## src/sv/cmtr_pkg.sv

```systemverilog
// ----------------------------------------------------------------------------
// cmtr_pkg: shared types and constants of the channel statistics tracker
// Field widths, item classification codes and the queue geometry.
// ----------------------------------------------------------------------------
`default_nettype none

package cmtr_pkg;

    localparam int CHAN_W   = 4;
    localparam int SAMPLE_W = 12;
    localparam int TS_W     = 32;
    localparam int CNT_W    = 16;
    localparam int SUM_W    = SAMPLE_W + CNT_W;
    localparam int REM_W    = CNT_W + 1;
    localparam int STEP_W   = 4;

    localparam logic [CNT_W-1:0] WINDOW_RESET = 16'd16;

    localparam int QUEUE_DEPTH = 2;
    localparam int QPTR_W      = (QUEUE_DEPTH > 1) ? $clog2(QUEUE_DEPTH) : 1;
    localparam int QCNT_W      = $clog2(QUEUE_DEPTH + 1);

    localparam logic CMD_SAMPLE = 1'b0;
    localparam logic CMD_CLEAR  = 1'b1;

    typedef enum logic [1:0] {
        KIND_SAMPLE = 2'd0,
        KIND_CLEAR  = 2'd1,
        KIND_BAD    = 2'd2
    } t_kind;

    typedef struct packed {
        t_kind                kind;
        logic [CHAN_W-1:0]    channel;
        logic [SAMPLE_W-1:0]  sample;
        logic [TS_W-1:0]      timestamp;
    } t_item;

    typedef struct packed {
        logic full;
        logic empty;
    } t_qstat;

    typedef struct packed {
        logic [CHAN_W-1:0]    out_channel;
        logic [SAMPLE_W-1:0]  min_value;
        logic [SAMPLE_W-1:0]  max_value;
        logic [SAMPLE_W-1:0]  avg_value;
        logic [TS_W-1:0]      min_time;
        logic [TS_W-1:0]      max_time;
        logic [CNT_W-1:0]     sample_count;
        logic                 stats_valid;
        logic                 bad_channel;
    } t_result;

endpackage

`default_nettype wire

```

## src/sv/cmtr_front.sv

```systemverilog
// ----------------------------------------------------------------------------
// cmtr_front: request intake and classification
// Registers each request, tags it as sample, clear or bad channel, and
// hands it to the queue.
// ----------------------------------------------------------------------------
`default_nettype none

module cmtr_front #(
    parameter int NUM_CHANNELS = 4
) (
    input  logic                            i_clk,
    input  logic                            i_rst_n,
    input  logic                            i_valid,
    output logic                            o_stall,
    input  logic                            i_command,
    input  logic [cmtr_pkg::CHAN_W-1:0]     i_channel,
    input  logic [cmtr_pkg::SAMPLE_W-1:0]   i_sample,
    input  logic [cmtr_pkg::TS_W-1:0]       i_timestamp,
    input  cmtr_pkg::t_qstat                i_qstat,
    output logic                            o_push,
    output cmtr_pkg::t_item                 o_item
);
    import cmtr_pkg::*;

    logic  r_valid, n_valid;
    t_item r_item,  n_item;
    logic  accept;
    logic  bad;

    assign bad     = ({1'b0, i_channel} >= (CHAN_W + 1)'(NUM_CHANNELS));
    assign o_stall = r_valid && i_qstat.full;
    assign accept  = i_valid && !o_stall;
    assign o_push  = r_valid && !i_qstat.full;
    assign o_item  = r_item;

    always_comb begin
        n_valid = r_valid;
        n_item  = r_item;
        if (o_push) begin
            n_valid = 1'b0;
        end
        if (accept) begin
            n_valid          = 1'b1;
            n_item.channel   = i_channel;
            n_item.sample    = i_sample;
            n_item.timestamp = i_timestamp;
            if (bad) begin
                n_item.kind = KIND_BAD;
            end else if (i_command == CMD_CLEAR) begin
                n_item.kind = KIND_CLEAR;
            end else begin
                n_item.kind = KIND_SAMPLE;
            end
        end
    end

    always_ff @(posedge i_clk) begin
        if (!i_rst_n) begin
            r_valid <= 1'b0;
        end else begin
            r_valid <= n_valid;
        end
        r_item <= n_item;
    end

endmodule

`default_nettype wire

```

## src/sv/cmtr_fifo.sv

```systemverilog
// ----------------------------------------------------------------------------
// cmtr_fifo: short request queue
// Decouples intake from the arithmetic back end.
// ----------------------------------------------------------------------------
`default_nettype none

module cmtr_fifo (
    input  logic             i_clk,
    input  logic             i_rst_n,
    input  logic             i_push,
    input  cmtr_pkg::t_item  i_item,
    input  logic             i_pop,
    output cmtr_pkg::t_item  o_item,
    output cmtr_pkg::t_qstat o_qstat
);
    import cmtr_pkg::*;

    t_item              r_mem [QUEUE_DEPTH];
    logic [QPTR_W-1:0]  r_wp, n_wp;
    logic [QPTR_W-1:0]  r_rp, n_rp;
    logic [QCNT_W-1:0]  r_cnt, n_cnt;

    assign o_item        = r_mem[r_rp];
    assign o_qstat.full  = (r_cnt == QCNT_W'(QUEUE_DEPTH));
    assign o_qstat.empty = (r_cnt == '0);

    always_comb begin
        n_wp  = r_wp;
        n_rp  = r_rp;
        n_cnt = r_cnt;
        if (i_push) begin
            n_wp = (r_wp == QPTR_W'(QUEUE_DEPTH - 1)) ? '0 : r_wp + 1'b1;
        end
        if (i_pop) begin
            n_rp = (r_rp == QPTR_W'(QUEUE_DEPTH - 1)) ? '0 : r_rp + 1'b1;
        end
        case ({i_push, i_pop})
            2'b10:   n_cnt = r_cnt + 1'b1;
            2'b01:   n_cnt = r_cnt - 1'b1;
            default: n_cnt = r_cnt;
        endcase
    end

    always_ff @(posedge i_clk) begin
        if (!i_rst_n) begin
            r_wp  <= '0;
            r_rp  <= '0;
            r_cnt <= '0;
        end else begin
            r_wp  <= n_wp;
            r_rp  <= n_rp;
            r_cnt <= n_cnt;
        end
        if (i_push) begin
            r_mem[r_wp] <= i_item;
        end
    end

endmodule

`default_nettype wire

```

## src/sv/cmtr_back.sv

```systemverilog
// ----------------------------------------------------------------------------
// cmtr_back: statistics engine
// Holds the per-channel store, updates min, max and the cumulative average
// with a multiply and a restoring divider, and drives the result register.
// ----------------------------------------------------------------------------
`default_nettype none

module cmtr_back #(
    parameter int NUM_CHANNELS = 4
) (
    input  logic                         i_clk,
    input  logic                         i_rst_n,
    input  cmtr_pkg::t_qstat             i_qstat,
    input  cmtr_pkg::t_item              i_item,
    output logic                         o_pop,
    input  logic                         i_cfg_valid,
    input  logic [cmtr_pkg::CNT_W-1:0]   i_cfg_data,
    input  logic                         i_stall,
    output logic                         o_valid,
    output cmtr_pkg::t_result            o_result
);
    import cmtr_pkg::*;

    localparam int IDX_W = (NUM_CHANNELS > 1) ? $clog2(NUM_CHANNELS) : 1;

    typedef enum logic [5:0] {
        S_IDLE = 6'b000001,
        S_READ = 6'b000010,
        S_MUL  = 6'b000100,
        S_DIV  = 6'b001000,
        S_UPD  = 6'b010000,
        S_DONE = 6'b100000
    } t_state;

    // Per-channel store; a clear channel reads as zero through its seen flag.
    logic [SAMPLE_W-1:0]     r_min_mem  [NUM_CHANNELS];
    logic [SAMPLE_W-1:0]     r_max_mem  [NUM_CHANNELS];
    logic [SAMPLE_W-1:0]     r_avg_mem  [NUM_CHANNELS];
    logic [CNT_W-1:0]        r_cnt_mem  [NUM_CHANNELS];
    logic [TS_W-1:0]         r_mint_mem [NUM_CHANNELS];
    logic [TS_W-1:0]         r_maxt_mem [NUM_CHANNELS];
    logic [NUM_CHANNELS-1:0] r_seen_v;

    t_state               r_state,  n_state;
    t_item                r_item,   n_item;
    logic [CNT_W-1:0]     r_window, n_window;
    logic [SAMPLE_W-1:0]  r_min,  n_min;
    logic [SAMPLE_W-1:0]  r_max,  n_max;
    logic [SAMPLE_W-1:0]  r_avg,  n_avg;
    logic [CNT_W-1:0]     r_cnt,  n_cnt;
    logic [TS_W-1:0]      r_mint, n_mint;
    logic [TS_W-1:0]      r_maxt, n_maxt;
    logic                 r_seen, n_seen;
    logic [REM_W-1:0]     r_rem,  n_rem;
    logic [SAMPLE_W-1:0]  r_quo,  n_quo;
    logic [REM_W-1:0]     r_div,  n_div;
    logic [STEP_W-1:0]    r_step, n_step;
    logic                 r_out_valid, n_out_valid;
    t_result              r_result,    n_result;

    logic [IDX_W-1:0]     idx;
    logic [SUM_W-1:0]     prod;
    logic [SUM_W-1:0]     sum;
    logic [REM_W:0]       trial;
    logic                 wr_stats;
    logic                 clr_seen;
    logic                 load_out;

    assign idx      = r_item.channel[IDX_W-1:0];
    assign prod     = SUM_W'(r_avg) * SUM_W'(r_cnt);
    assign sum      = prod + SUM_W'(r_item.sample);
    assign trial    = {r_rem, r_quo[SAMPLE_W-1]} - {1'b0, r_div};
    assign o_valid  = r_out_valid;
    assign o_result = r_result;

    always_comb begin
        n_state     = r_state;
        n_item      = r_item;
        n_min       = r_min;
        n_max       = r_max;
        n_avg       = r_avg;
        n_cnt       = r_cnt;
        n_mint      = r_mint;
        n_maxt      = r_maxt;
        n_seen      = r_seen;
        n_rem       = r_rem;
        n_quo       = r_quo;
        n_div       = r_div;
        n_step      = r_step;
        n_result    = r_result;
        o_pop       = 1'b0;
        wr_stats    = 1'b0;
        clr_seen    = 1'b0;
        load_out    = 1'b0;
        n_window    = i_cfg_valid ? i_cfg_data : r_window;

        unique case (r_state)
            S_IDLE: begin
                if (!i_qstat.empty) begin
                    o_pop   = 1'b1;
                    n_item  = i_item;
                    n_state = S_READ;
                end
            end
            S_READ: begin
                n_seen = r_seen_v[idx];
                n_min  = r_seen_v[idx] ? r_min_mem[idx]  : '0;
                n_max  = r_seen_v[idx] ? r_max_mem[idx]  : '0;
                n_avg  = r_seen_v[idx] ? r_avg_mem[idx]  : '0;
                n_cnt  = r_seen_v[idx] ? r_cnt_mem[idx]  : '0;
                n_mint = r_seen_v[idx] ? r_mint_mem[idx] : '0;
                n_maxt = r_seen_v[idx] ? r_maxt_mem[idx] : '0;
                if (r_item.kind == KIND_SAMPLE) begin
                    n_state = S_MUL;
                end else begin
                    clr_seen = (r_item.kind == KIND_CLEAR);
                    n_state  = S_DONE;
                end
            end
            S_MUL: begin
                // The quotient always fits the sample width, so the upper
                // part of the sum already lies below the divisor.
                n_rem   = {1'b0, sum[SUM_W-1:SAMPLE_W]};
                n_quo   = sum[SAMPLE_W-1:0];
                n_div   = {1'b0, r_cnt} + 1'b1;
                n_step  = STEP_W'(SAMPLE_W - 1);
                n_state = S_DIV;
            end
            S_DIV: begin
                if (!trial[REM_W]) begin
                    n_rem = trial[REM_W-1:0];
                end else begin
                    n_rem = {r_rem[REM_W-2:0], r_quo[SAMPLE_W-1]};
                end
                n_quo  = {r_quo[SAMPLE_W-2:0], !trial[REM_W]};
                n_step = r_step - 1'b1;
                if (r_step == '0) begin
                    n_state = S_UPD;
                end
            end
            S_UPD: begin
                if (!r_seen || (r_item.sample < r_min)) begin
                    n_min  = r_item.sample;
                    n_mint = r_item.timestamp;
                end
                if (!r_seen || (r_item.sample > r_max)) begin
                    n_max  = r_item.sample;
                    n_maxt = r_item.timestamp;
                end
                n_avg    = r_quo;
                n_cnt    = (r_cnt < r_window) ? r_cnt + 1'b1 : r_cnt;
                n_seen   = 1'b1;
                wr_stats = 1'b1;
                n_state  = S_DONE;
            end
            S_DONE: begin
                if (!r_out_valid || !i_stall) begin
                    load_out = 1'b1;
                    n_state  = S_IDLE;
                end
            end
            default: begin
                n_state = S_IDLE;
            end
        endcase

        if (load_out) begin
            n_result             = '0;
            n_result.out_channel = r_item.channel;
            n_result.bad_channel = (r_item.kind == KIND_BAD);
            if (r_item.kind == KIND_SAMPLE) begin
                n_result.min_value    = r_min;
                n_result.max_value    = r_max;
                n_result.avg_value    = r_avg;
                n_result.min_time     = r_mint;
                n_result.max_time     = r_maxt;
                n_result.sample_count = r_cnt;
                n_result.stats_valid  = 1'b1;
            end
        end

        if (load_out) begin
            n_out_valid = 1'b1;
        end else if (!i_stall) begin
            n_out_valid = 1'b0;
        end else begin
            n_out_valid = r_out_valid;
        end
    end

    always_ff @(posedge i_clk) begin
        if (!i_rst_n) begin
            r_state     <= S_IDLE;
            r_window    <= WINDOW_RESET;
            r_out_valid <= 1'b0;
            r_seen_v    <= '0;
        end else begin
            r_state     <= n_state;
            r_window    <= n_window;
            r_out_valid <= n_out_valid;
            if (wr_stats) begin
                r_seen_v[idx] <= 1'b1;
            end else if (clr_seen) begin
                r_seen_v[idx] <= 1'b0;
            end
        end
        r_item   <= n_item;
        r_min    <= n_min;
        r_max    <= n_max;
        r_avg    <= n_avg;
        r_cnt    <= n_cnt;
        r_mint   <= n_mint;
        r_maxt   <= n_maxt;
        r_seen   <= n_seen;
        r_rem    <= n_rem;
        r_quo    <= n_quo;
        r_div    <= n_div;
        r_step   <= n_step;
        r_result <= n_result;
        if (wr_stats) begin
            r_min_mem[idx]  <= n_min;
            r_max_mem[idx]  <= n_max;
            r_avg_mem[idx]  <= n_avg;
            r_cnt_mem[idx]  <= n_cnt;
            r_mint_mem[idx] <= n_mint;
            r_maxt_mem[idx] <= n_maxt;
        end
    end

endmodule

`default_nettype wire

```

## src/sv/channel_min_max_average_tracker.sv

```systemverilog
// ----------------------------------------------------------------------------
// channel_min_max_average_tracker: per-channel converter statistics
// Minimum, maximum with timestamps and a window-limited running average.
// ----------------------------------------------------------------------------
// A sample request pops the queue, reads the channel, multiplies, runs twelve
// steps of the restoring divider that forms (avg*n + x) / (n + 1), writes back
// and loads the result register; clear and bad-channel requests pop, read and
// load the result register. Requests are taken into a two-entry queue while
// the engine works, and a finished result waits in its own register, so neither
// side stalls the other until the queue fills. Reset clears every channel at
// once. The window register is written through its own always-ready port; the
// user writes it only while the block is idle; the block does not enforce it.
`default_nettype none

module channel_min_max_average_tracker #(
    parameter int NUM_CHANNELS = 4
) (
    input  logic                            i_clk,
    input  logic                            i_rst_n,
    input  logic                            i_valid,
    output logic                            o_stall,
    input  logic                            i_command,
    input  logic [cmtr_pkg::CHAN_W-1:0]     i_channel,
    input  logic [cmtr_pkg::SAMPLE_W-1:0]   i_sample,
    input  logic [cmtr_pkg::TS_W-1:0]       i_timestamp,
    output logic                            o_valid,
    input  logic                            i_stall,
    output logic [cmtr_pkg::CHAN_W-1:0]     o_out_channel,
    output logic [cmtr_pkg::SAMPLE_W-1:0]   o_min_value,
    output logic [cmtr_pkg::SAMPLE_W-1:0]   o_max_value,
    output logic [cmtr_pkg::SAMPLE_W-1:0]   o_avg_value,
    output logic [cmtr_pkg::TS_W-1:0]       o_min_time,
    output logic [cmtr_pkg::TS_W-1:0]       o_max_time,
    output logic [cmtr_pkg::CNT_W-1:0]      o_sample_count,
    output logic                            o_stats_valid,
    output logic                            o_bad_channel,
    input  logic                            i_cfg_valid,
    output logic                            o_cfg_ready,
    input  logic [cmtr_pkg::CNT_W-1:0]      i_cfg_data
);
    import cmtr_pkg::*;

    t_item   front_item;
    t_item   queue_item;
    t_qstat  qstat;
    logic    push;
    logic    pop;
    t_result result;

    assign o_cfg_ready = 1'b1;

    cmtr_front #(
        .NUM_CHANNELS (NUM_CHANNELS)
    ) u_front (
        .i_clk       (i_clk),
        .i_rst_n     (i_rst_n),
        .i_valid     (i_valid),
        .o_stall     (o_stall),
        .i_command   (i_command),
        .i_channel   (i_channel),
        .i_sample    (i_sample),
        .i_timestamp (i_timestamp),
        .i_qstat     (qstat),
        .o_push      (push),
        .o_item      (front_item)
    );

    cmtr_fifo u_fifo (
        .i_clk   (i_clk),
        .i_rst_n (i_rst_n),
        .i_push  (push),
        .i_item  (front_item),
        .i_pop   (pop),
        .o_item  (queue_item),
        .o_qstat (qstat)
    );

    cmtr_back #(
        .NUM_CHANNELS (NUM_CHANNELS)
    ) u_back (
        .i_clk       (i_clk),
        .i_rst_n     (i_rst_n),
        .i_qstat     (qstat),
        .i_item      (queue_item),
        .o_pop       (pop),
        .i_cfg_valid (i_cfg_valid),
        .i_cfg_data  (i_cfg_data),
        .i_stall     (i_stall),
        .o_valid     (o_valid),
        .o_result    (result)
    );

    assign o_out_channel  = result.out_channel;
    assign o_min_value    = result.min_value;
    assign o_max_value    = result.max_value;
    assign o_avg_value    = result.avg_value;
    assign o_min_time     = result.min_time;
    assign o_max_time     = result.max_time;
    assign o_sample_count = result.sample_count;
    assign o_stats_valid  = result.stats_valid;
    assign o_bad_channel  = result.bad_channel;

endmodule

`default_nettype wire

```

## config.mk

```make
export PLATFORM = sky130hd
export DESIGN_NAME = channel_min_max_average_tracker
export DESIGN_NICKNAME = d
export VERILOG_FILES = /design/src/sv/cmtr_pkg.sv /design/src/sv/cmtr_front.sv /design/src/sv/cmtr_fifo.sv /design/src/sv/cmtr_back.sv /design/src/sv/channel_min_max_average_tracker.sv
export SDC_FILE = /design/constraint.sdc
export NUM_CORES = 2
export LEC_CHECK = 0
export ABC_AREA = 1
export BUFFER_PORTS_ARGS = -buffer_cell sky130_fd_sc_hd__buf_2
export CAP_MARGIN = 25
export CELL_PAD_IN_SITES_DETAIL_PLACEMENT = 1
export CELL_PAD_IN_SITES_GLOBAL_PLACEMENT = 1
export CORE_AREA = 2 2 283 313
export CTS_CLUSTER_SIZE = 16
export DETAILED_ROUTE_END_ITERATION = 12
export DIE_AREA = 0 0 285 315
export GPL_TIMING_DRIVEN = 1
export PLACE_DENSITY = 0.91
export SKIP_LAST_GASP = 1
export SLEW_MARGIN = 20
export SYNTH_ARGS = -nofsm -noshare
export SYNTH_HDL_FRONTEND = slang
export SYNTH_SLANG_ARGS = --single-unit
```

## constraint.sdc

```tcl
create_clock -name i_clk -period 10.1 [get_ports i_clk]
set_input_delay 0 -clock i_clk [delete_from_list [all_inputs] [get_ports i_clk]]
set_output_delay 0 -clock i_clk [all_outputs]
set_load 0.01 [all_outputs]
```

==> results.tsv <==
stage	metric	value	unit
cts	Worst-Skew Late Latency	0.71	ns
floorplanning	Initial Utilization	53.42	%
timing	Final period util	62.32	%
detailed_routing	drt first pass iters	12	
floorplanning	Horiz. Die Dim	285	um
cts	TritonCTS clock tree	done	
cts	Num CTS Buffers	96	
cts	post-CTS sizing	0	
cts	H-tree depth	3	
critical_path	worst r2r dst	u_back.r_rem[7]	
timing	Worst-Margin Slew	1.343	ns
grt	first-pass GRT wire length	274.4	mm
timing	final setup vio count	0	
grt	busiest grt layer	met2	
synth	Synth Register Bits	985	
synth	Ys Warns	0	
floorplanning	Core ar.	87010	sq um
critical_path	Worst Setup SP	u_back.r_cnt[9]	
final_layout	most common cell after layout, fill and taps aside	nand2_1	
critical_path	Worst R2R Path Depth	19	
synth	Cells after Synth	4366	
detailed_routing	via count	38950	
floorplanning	die area	89780	sq um
run	max_cap viols	0	
critical_path	reg2reg start	u_back.r_cnt[9]	
final_layout	Area Growth Syn to Fin	13.16	%
placed_design	IO buf count	193	
detailed_routing	drt via density	6.673	
detailed_routing	final WL	192.8	mm
timing	RSZ-0062 raised after global routing	no	
final_layout	share of layout cells above drive strength 1	8.863	%
grt	M2 GR Usage	67.94	%
cts	root buf cell	clkbuf_16	
detailed_routing	Starting DRT DRC Count	5804	
detailed_routing	DRC	0	
floorplanning	chip height	315	um
synth	syn_nets	4723	
placed_design	DP Worst Slack	4.474	ns
synth	Post-Syn Area per Cell	10.64	sq um
timing	Final Hold Fails	0	
hold_path	worst hold path type	in -> reg	
critical_path	Worst Path Required	10.54	ns
cts	CTS sink count	985	
timing	PnR worst setup slack	3.806	ns
synth	sequential cell area fraction in the yosys report	60.45	%
floorplanning	I/O Pins	195	
grt	largest net degree at the start of global routing	111	
grt	vias in the first global route	40820	
grt	initial antenna violation count	15	
synth	Syn Std Cell Area	46480	sq um
critical_path	Worst setup EP type	register	
synth	Distinct cells, synth	39	
grt	met3 GRT Util	12.58	%
timing	hold slack	0.01072	ns
timing	clock skew	0.05008	ns
placed_design	GP Congestion	0.9346	
detailed_routing	wire per inst	33.04	um
cts	Post-CTS Setup Bufs	0	
run_status	status	complete, no violations	
critical_path	Worst Setup EP	u_back.r_rem[7]	
final_layout	Nets	4945	
timing	fin crit period	6.294	ns
cts	clk buf depth	3	
detailed_routing	Post-DRT Antenna Nets	0	
critical_path	R2R setup slack	3.81	ns
floorplanning	Rows	114	
cts	clk slew on worst S/H paths	0.07	ns
grt	GR Util met1	46.70	%
timing	Max-slew headroom	10.14	%
critical_path	startpoint types	register	
grt	global route overflow	0	
timing	post-route setup TNS	0	ns
critical_path	CP max FO	18	
timing	Max Clk Rate	158.9	MHz
grt	Global Route Usage Sum	41.69	%
final_layout	most frequent cells in the layout	nand2_1 (1056), edfxtp_1 (837), inv_1 (702)	
placed_design	Detail Placement HPWL	98.23	mm
critical_path	CP Data Arrival Time	6.73	ns
timing	Slew Viols, Final	0	
critical_path	crit path kind	reg -> reg	
cts	CTS Hold Bufs	86	
worst max-delay path: stages, from the launching register on:
cell     delay [ns]
dfxtp_1        0.96
nand2_1        0.39
fa_1           0.65
fa_1           0.67
inv_1          0.10
fa_1           0.57
inv_1          0.07
fa_1           0.48
fa_1           0.54
inv_1          0.04
ha_1           0.34
a21oi_1        0.22
inv_1          0.06
nor2_1         0.16
nand2_1        0.18
nand3_1        0.11
nand2_1        0.07
or2_2          0.27
nand3_1        0.07
nand2_1        0.07
kinds of logic after synthesis:
logic type                 share of synthesized area (%)
AOI/OAI and AO/OA                                  6.426
xor gates and xnor gates                          0.3581
adders and majority gates                          10.18
buffers and inverters                              7.495
DFF                                                60.45
other                                           0.008069
and+or+nand+nor                                    15.08
worst min-delay path by stage:
stage	slack [ns]	endpoint	cells after the start	startpoint
after floorplan	0.1	u_front.o_item[0]	0	i_timestamp[0]
after global placement	0.18	u_front.o_item[28]	1	i_timestamp[28]
after detailed placement	0.18	u_front.o_item[27]	1	i_timestamp[27]
after CTS	0.002	u_front.o_item[14]	2	i_timestamp[14]
after global routing	0.01	u_front.o_item[17]	2	i_timestamp[17]
final	0.01	u_front.o_item[17]	2	i_timestamp[17]
area by class of cell:
type                       instances  area (sq um)
inverter                         717          2704
sequential                       985         28100
antenna                            5         12.51
fill                            9124         34420
multi-input combinational       2469         14980
clock buffer                     129          2639
timing repair buffer             319          2182
tap                             1160          1451
clock inverter                    52         526.8
sequential cells by signal, indices dropped and copies added (netlist names), 16 cells and up, named ones only:
name / flops
u_back.r_cnt_mem: 64
u_back.r_max_mem: 48
u_back.r_mint: 32
u_fifo.r_mem: 100
u_back.r_cnt: 16
u_back.r_item: 48
u_back.r_avg_mem: 48
u_back.r_maxt_mem: 128
u_back.o_result: 122
u_back.r_div: 17
u_back.r_window: 16
u_back.r_rem: 17
u_back.r_min_mem: 48
u_back.r_maxt: 32
u_front.o_item: 50
u_back.r_mint_mem: 128
Yosys cell counts:
cell type	n	area, sq um
nor3_1	17	85.08
o221ai_1	12	105.1
and3_1	1	6.260
edfxtp_1	837	25130
fa_1	152	3043
dfxtp_1	148	2963
clkbuf_1	154	578.1
buf_2	24	120.1
clkinv_1	3	11.26
nand4_1	28	175.2
buf_1	10	37.54
xnor2_1	8	70.07
o21a_1	2	15.01
conb_1	1	3.750
a21o_1	1	7.510
ha_1	135	1689
nand2_1	1058	3971
inv_2	10	37.54
o21ai_1	35	175.2
a21oi_1	89	445.4
or2_2	10	62.56
nor2_1	200	750.7
o21bai_1	4	30.03
and2_1	5	31.28
xor2_1	11	96.34
nand3b_1	48	360.4
a22oi_1	195	1464
a21boi_0	1	7.510
buf_4	6	45.04
o21ai_0	137	685.7
nand2_2	1	6.260
inv_1	704	2643
a221oi_1	1	8.760
a31oi_1	1	6.260
o211ai_1	4	30.03
nor2_2	1	6.260
o22ai_1	1	6.260
nand3_1	310	1551
buf_6	1	11.26
per-layer routing:
layer  routed length (um)  vias up
met3                23020     1302
met1                61750    18960
met2                89940     3752
li1                     -    14910
met4                17940       22
met5                  174        -
through the flow:
stage / instances / util, % / area, sq um
after floorplan: 4366 / - / 46480
after global placement: 5559 / 55.71 / 48470
after detailed placement: 5561 / 55.74 / 48500
after CTS: 5828 / 60.37 / 52520
after global routing: 5833 / 60.44 / 52580
final: 5836 / 60.44 / 52590
Power is left out: the tool's default activity adds up to more than one toggle a clock period on the data nets, which glitch-free logic cannot reach.
